`src/rtl/core/wpd_pkg.sv`:
```
// ----------------------------------------------------------------------------
// wpd_pkg
// Shared types and constants for the window peak detector.
// ----------------------------------------------------------------------------
`default_nettype none

package wpd_pkg;

    localparam int CFG_BITS            = 7;
    localparam int HALF_WINDOW_RESET   = 16;
    localparam int DEF_MAX_HALF_WINDOW = 64;
    localparam int DEF_SAMPLE_BITS     = 24;
    localparam int POS_BITS            = 32;

    localparam logic [POS_BITS-1:0] POS_MAX = {POS_BITS{1'b1}};

    // controls broadcast to every cell of the delay line
    typedef struct packed {
        logic shift;    // take neighbor value
        logic clear;    // end of record, zero the cell
        logic compare;  // register greater-than flag against candidate
    } t_cell_ctrl;

endpackage

`default_nettype wire

```
`src/rtl/core/wpd_cell.sv`:
```
// ----------------------------------------------------------------------------
// wpd_cell
// One delay line cell: holds a sample, shifts it to the next cell and flags
// whether it beats the current peak candidate inside the window.
// ----------------------------------------------------------------------------
`default_nettype none

module wpd_cell #(
    parameter int SAMPLE_BITS = 24,
    parameter int SPAN_BITS   = 8,
    parameter int CELL_IDX    = 0
) (
    input  wire                             i_clk,
    input  wire                             i_rst_n,
    input  wire wpd_pkg::t_cell_ctrl        i_ctrl,
    input  wire logic [SPAN_BITS-1:0]       i_span,
    input  wire logic signed [SAMPLE_BITS-1:0] i_prev,
    input  wire logic signed [SAMPLE_BITS-1:0] i_cand,
    output logic signed [SAMPLE_BITS-1:0]   o_value,
    output logic                            o_greater
);
    import wpd_pkg::*;

    logic signed [SAMPLE_BITS-1:0] r_value;
    logic                          r_greater;
    logic                          in_window;

    assign in_window = SPAN_BITS'(CELL_IDX) < i_span;

    always_ff @(posedge i_clk) begin
        if (!i_rst_n || i_ctrl.clear) begin
            r_value <= '0;
        end else if (i_ctrl.shift) begin
            r_value <= i_prev;
        end
    end

    // the candidate cell never beats itself, so it needs no exclusion
    always_ff @(posedge i_clk) begin
        if (!i_rst_n) begin
            r_greater <= 1'b0;
        end else if (i_ctrl.compare) begin
            r_greater <= in_window && (r_value > i_cand);
        end
    end

    assign o_value   = r_value;
    assign o_greater = r_greater;

endmodule

`default_nettype wire

```
`config.mk`:
```
export PLATFORM = sky130hd
export DESIGN_NAME = wpd_cell
export DESIGN_NICKNAME = d
export VERILOG_FILES = /design/src/rtl/core/wpd_pkg.sv /design/src/rtl/core/wpd_cell.sv
export SDC_FILE = /design/constraint.sdc
export NUM_CORES = 1
export LEC_CHECK = 0
export BUFFER_PORTS_ARGS = -buffer_cell sky130_fd_sc_hd__buf_4
export CORE_MARGIN = 2
export CORE_UTILIZATION = 44
export CTS_CLUSTER_SIZE = 28
export DETAILED_ROUTE_END_ITERATION = 8
export GPL_ROUTABILITY_DRIVEN = 1
export GPL_TIMING_DRIVEN = 0
export PLACE_DENSITY = 0.79
export SLEW_MARGIN = 20
export SYNTH_ARGS = -nofsm -noshare
export SYNTH_HDL_FRONTEND = slang
export SYNTH_SLANG_ARGS = --single-unit
```
`constraint.sdc`:
```
create_clock -name i_clk -period 2.06 [get_ports i_clk]
set_clock_uncertainty 0.05 [all_clocks]
set_input_delay 0.412 -clock i_clk [delete_from_list [all_inputs] [get_ports i_clk]]
set_output_delay 0.412 -clock i_clk [all_outputs]
set_load 0.02 [all_outputs]
```
After elaboration in Yosys (flattened, before gate mapping)
Index checks and enable logic that the tools add are counted.
{"block": "totals", "register_bits": 25, "output_inout_bits": 25}
{"block": "op_classes", "order_cmp": 2, "n_reduce_logical": 3}
{"cell": "$gt A24 B24 Y1", "count": 1}
{"cell": "$lt A1 B8 Y1 const A", "count": 1}
{"cell": "$logic_and A1 B1 Y1", "count": 1}
{"cell": "$logic_not A1 Y1", "count": 1}
{"cell": "$logic_or A1 B1 Y1", "count": 1}

Logic depth before layout (Yosys ltp)
{"block": "depth", "word_depth": 2, "mapped_depth": 7, "mapped_depth_nobuf": 7}

Worst setup path before layout
Ideal clock, no wire load.
{"block": "synth_timing", "path_type": "input port to flip-flop", "from": "input i_cand[23]", "to": "register r_greater, in the netlist o_greater", "arrival_time_ns": 1.694, "required_time_ns": 1.948, "path_slack_ns": 0.253, "stages": 7, "path_buffers": 0, "path_cell_list": "inv_1 > ha_1 > nand4_2 > nor2_1 > a221o_1 > or3_1 > nand3_1"}
{"block": "synth_via", "elab_chain_len": 2}
{"element": "start, declared", "line": "wpd_cell.sv:18", "source": "input wire logic signed [SAMPLE_BITS-1:0] i_cand,"}
{"element": "$gt A24 B24 Y1", "line": "wpd_cell.sv:43", "source": "r_greater <= in_window && (r_value > i_cand);"}
{"element": "$logic_and A1 B1 Y1", "line": "wpd_cell.sv:43"}
{"element": "end signal, assigned", "line": "wpd_cell.sv:43"}
{"element": "end, declared", "line": "wpd_cell.sv:25", "source": "logic r_greater;"}
No other way between the ends.
A chain may end at the register's enable or synchronous reset.

Final worst setup path
{"block": "layout_timing", "from": "register r_value[11], in the netlist o_value[11]", "to": "register r_greater, in the netlist o_greater"}
{"block": "layout_via", "elab_chain_len": 2}
{"element": "start, declared", "line": "wpd_cell.sv:24", "source": "logic signed [SAMPLE_BITS-1:0] r_value;"}
{"element": "start signal, assigned", "line": "wpd_cell.sv:34", "source": "r_value <= i_prev;"}
{"element": "$gt A24 B24 Y1", "line": "wpd_cell.sv:43"}
{"element": "$logic_and A1 B1 Y1", "line": "wpd_cell.sv:43"}
No other way between the ends.

==> qor.yml <==
run_status: "completed"
p_sw_share_pct: 28.3
relSlewSlack_pct: 70.8
areaGrowthSynthToFinish_pct: 45.8
path_cells: "ha_1 -> a21oi_1 -> o21ai_0 -> a221o_1 -> or3_1 -> nand3_1"
fillers: 311
cts.sinks: 25
port_buffers: 84
crit_type: "reg2reg"
cts_buffers: 3
switchingPower_mw: 0.286
synth_nets: 260
ys_types: 28
leakagePower_nw: 1.26
io_pins: 86
hold_ws_ps: 256
antenna_found_initial: 0
critPathMaxStageDelay_ps: 360
cts_root_buffer: "clkbuf_4"
cp-end-kind: "register"
dpl.hpwl_um: 2990
clockPowerShare_pct: 22.3
seqPwrFrac_pct: 50.8
core_mm2: 0.00336
layout_commonest_cell: "buf_4"
ir_drop_v: 0.000225
avgSynthCellArea_um2: 8.94
cts.reportedPaths.clkPinSlew_ps: 150
cp_max_fo: 3
die_w_um: 63.6
combPwrFrac_pct: 26.8
p_int_mw: 0.725
max_cap_violations: 0
post_cts_buffers: 0
mostFrequentLayoutCells: "buf_4, inv_1, nor2_1, dfxtp_1"
required_ps: 2290
grt_pass1_wl_um: 6280
worst_path_max_delay_cell: "a221o_1"
power-per-cell-area_mw_per_mm2: 443
synthCells: 175
dieArea_mm2: 0.00405
period_needed_ps: 1810
wl_per_cell_um: 11.3
cts_hold_buf: 0
fin_area_mm2: 0.00228
rsz0062_at_grt: "false"
place_area_mm2: 0.00225
grtUsageTotal_pct: 19.2
num_vias: 1472
viasPerCell: 4.76
htree_levels: 1
antenna_cells: 0
ant_nets: 0
drc: 0
rows: 21
ctsResizeCount: 0
slew_violations: 0
drt_iter0_drc: 32
yosysSeqAreaShare_pct: 32.0
gp_routability_congestion: 0.724
grt_pass1_vias: 1468
setup_viol: 0
r2r_slack_ps: 250
nets: 349
fin_crit_sh_pct: 87.9
cts_tree: "done"
overflow: 0
hold_viol: 0
clk_latency_ps: 330
wl_um: 3500
initial_core_util_pct: 46.5
grt_max_degree: 15
ys_ff_latch: 25
hold_class: "in2reg"
cts_max_path_buffers: 2
worstMarginPinSlew_ps: 438
yosys_warnings: 0
syn_area_mm2: 0.00156
setup-tns-final_ps: 0
cp.arrival_ps: 2040
drive_gt1_share_pct: 36.5
max_freq_ghz: 0.552
dr.pass1.iters: 4
cp-start-kind: "register"
die_y_um: 63.6
==> worst max-delay path, delay by kind of cell, from the launching register on <==
| kind | cells | cell delay (ps) |
|---|---|---|
| compound gates | 3 | 650 |
| flops | 1 | 350 |
| fa+ha+maj | 1 | 310 |
| simple gates | 2 | 440 |
==> power by group through the flow <==
stage                     combinational (mW)  sequential [mW]  clock, mW
after floorplan                        0.118            0.543          0
after global placement                 0.268            0.524          0
after detailed placement               0.274            0.524          0
after CTS                              0.275            0.514      0.241
after global routing                   0.306            0.517      0.271
final                                  0.271            0.514      0.226
==> path summary, 6_finish.rpt <==
path / start / to / cells after the start
setup / recovery: o_value[11] / o_greater / 6
hold / removal: i_prev[3] / o_value[3] / 3
setup reg to reg: o_value[11] / o_greater / 6
hold reg to reg: o_value[14] / o_value[14] / 2
==> area by class of cell <==
type	count	area, µm²	share of cell area, %
multi-input combinational	116	933	40.9
inverter	28	105	4.61
tap	46	57.6	2.52
buffer	6	25.0	1.10
clock inverter	1	5.00	0.220
sequential	25	500	22.0
timing repair buffer	84	631	27.7
clock buffer	3	22.5	0.988
==> routing by layer <==
layer | wire length, µm | global-route usage (%) | vias to the layer above
met5 | 0 | 0 | -
met4 | 27 | 4.08 | 0
met3 | 295 | 5.36 | 4
met2 | 1700 | 32.8 | 52
met1 | 1470 | 23.9 | 636
li1 | - | - | 780
==> per-stage QoR <==
stage	power [mW]	setup WS, ps	cells	utilization (%)
global route	1.09	111	309	67.8
floorplan	0.661	253	175	-
detailed placement	0.798	39.4	305	67.0
CTS	1.03	241	309	67.8
finish	1.01	249	309	67.8
global placement	0.792	58.5	305	67.0
==> Yosys cell counts <==
master / n / area, µm²
a211oi_1: 2 / 15.0
a211oi_2: 1 / 12.5
a21o_1: 1 / 7.51
a21oi_1: 8 / 40.0
a221o_1: 1 / 10.0
a41oi_2: 1 / 16.3
and3b_1: 1 / 8.76
buf_2: 2 / 10.0
clkbuf_1: 4 / 15.0
dfxtp_1: 25 / 500
ha_1: 24 / 300
inv_1: 28 / 105
mux2i_1: 24 / 240
nand2_1: 6 / 22.5
nand2b_1: 1 / 6.26
nand3_1: 2 / 10.0
nand4_1: 4 / 25.0
nand4_2: 1 / 12.5
nor2_1: 25 / 93.8
nor3_1: 2 / 10.0
nor4_4: 1 / 21.3
o211ai_1: 2 / 15.0
o211ai_2: 1 / 12.5
o21ai_0: 4 / 20.0
o221ai_1: 1 / 8.76
or3_1: 1 / 6.26
or4_1: 1 / 7.51
or4_4: 1 / 11.3
==> state kept, by name, summed over array words and instances, names as in the netlist <==
name and flops:
o_greater 1, o_value 24
==> logic make-up after synthesis <==
family          count (synthesis)  share of synthesized area, %
fa+ha+maj                      24                          19.2
compound gates                 22                          10.1
mux                            24                          15.4
flops                          25                          32.0
simple gates                   46                          15.0
buf+inv                        34                          8.32
Note: power is estimated with default switching activity, not from simulation.
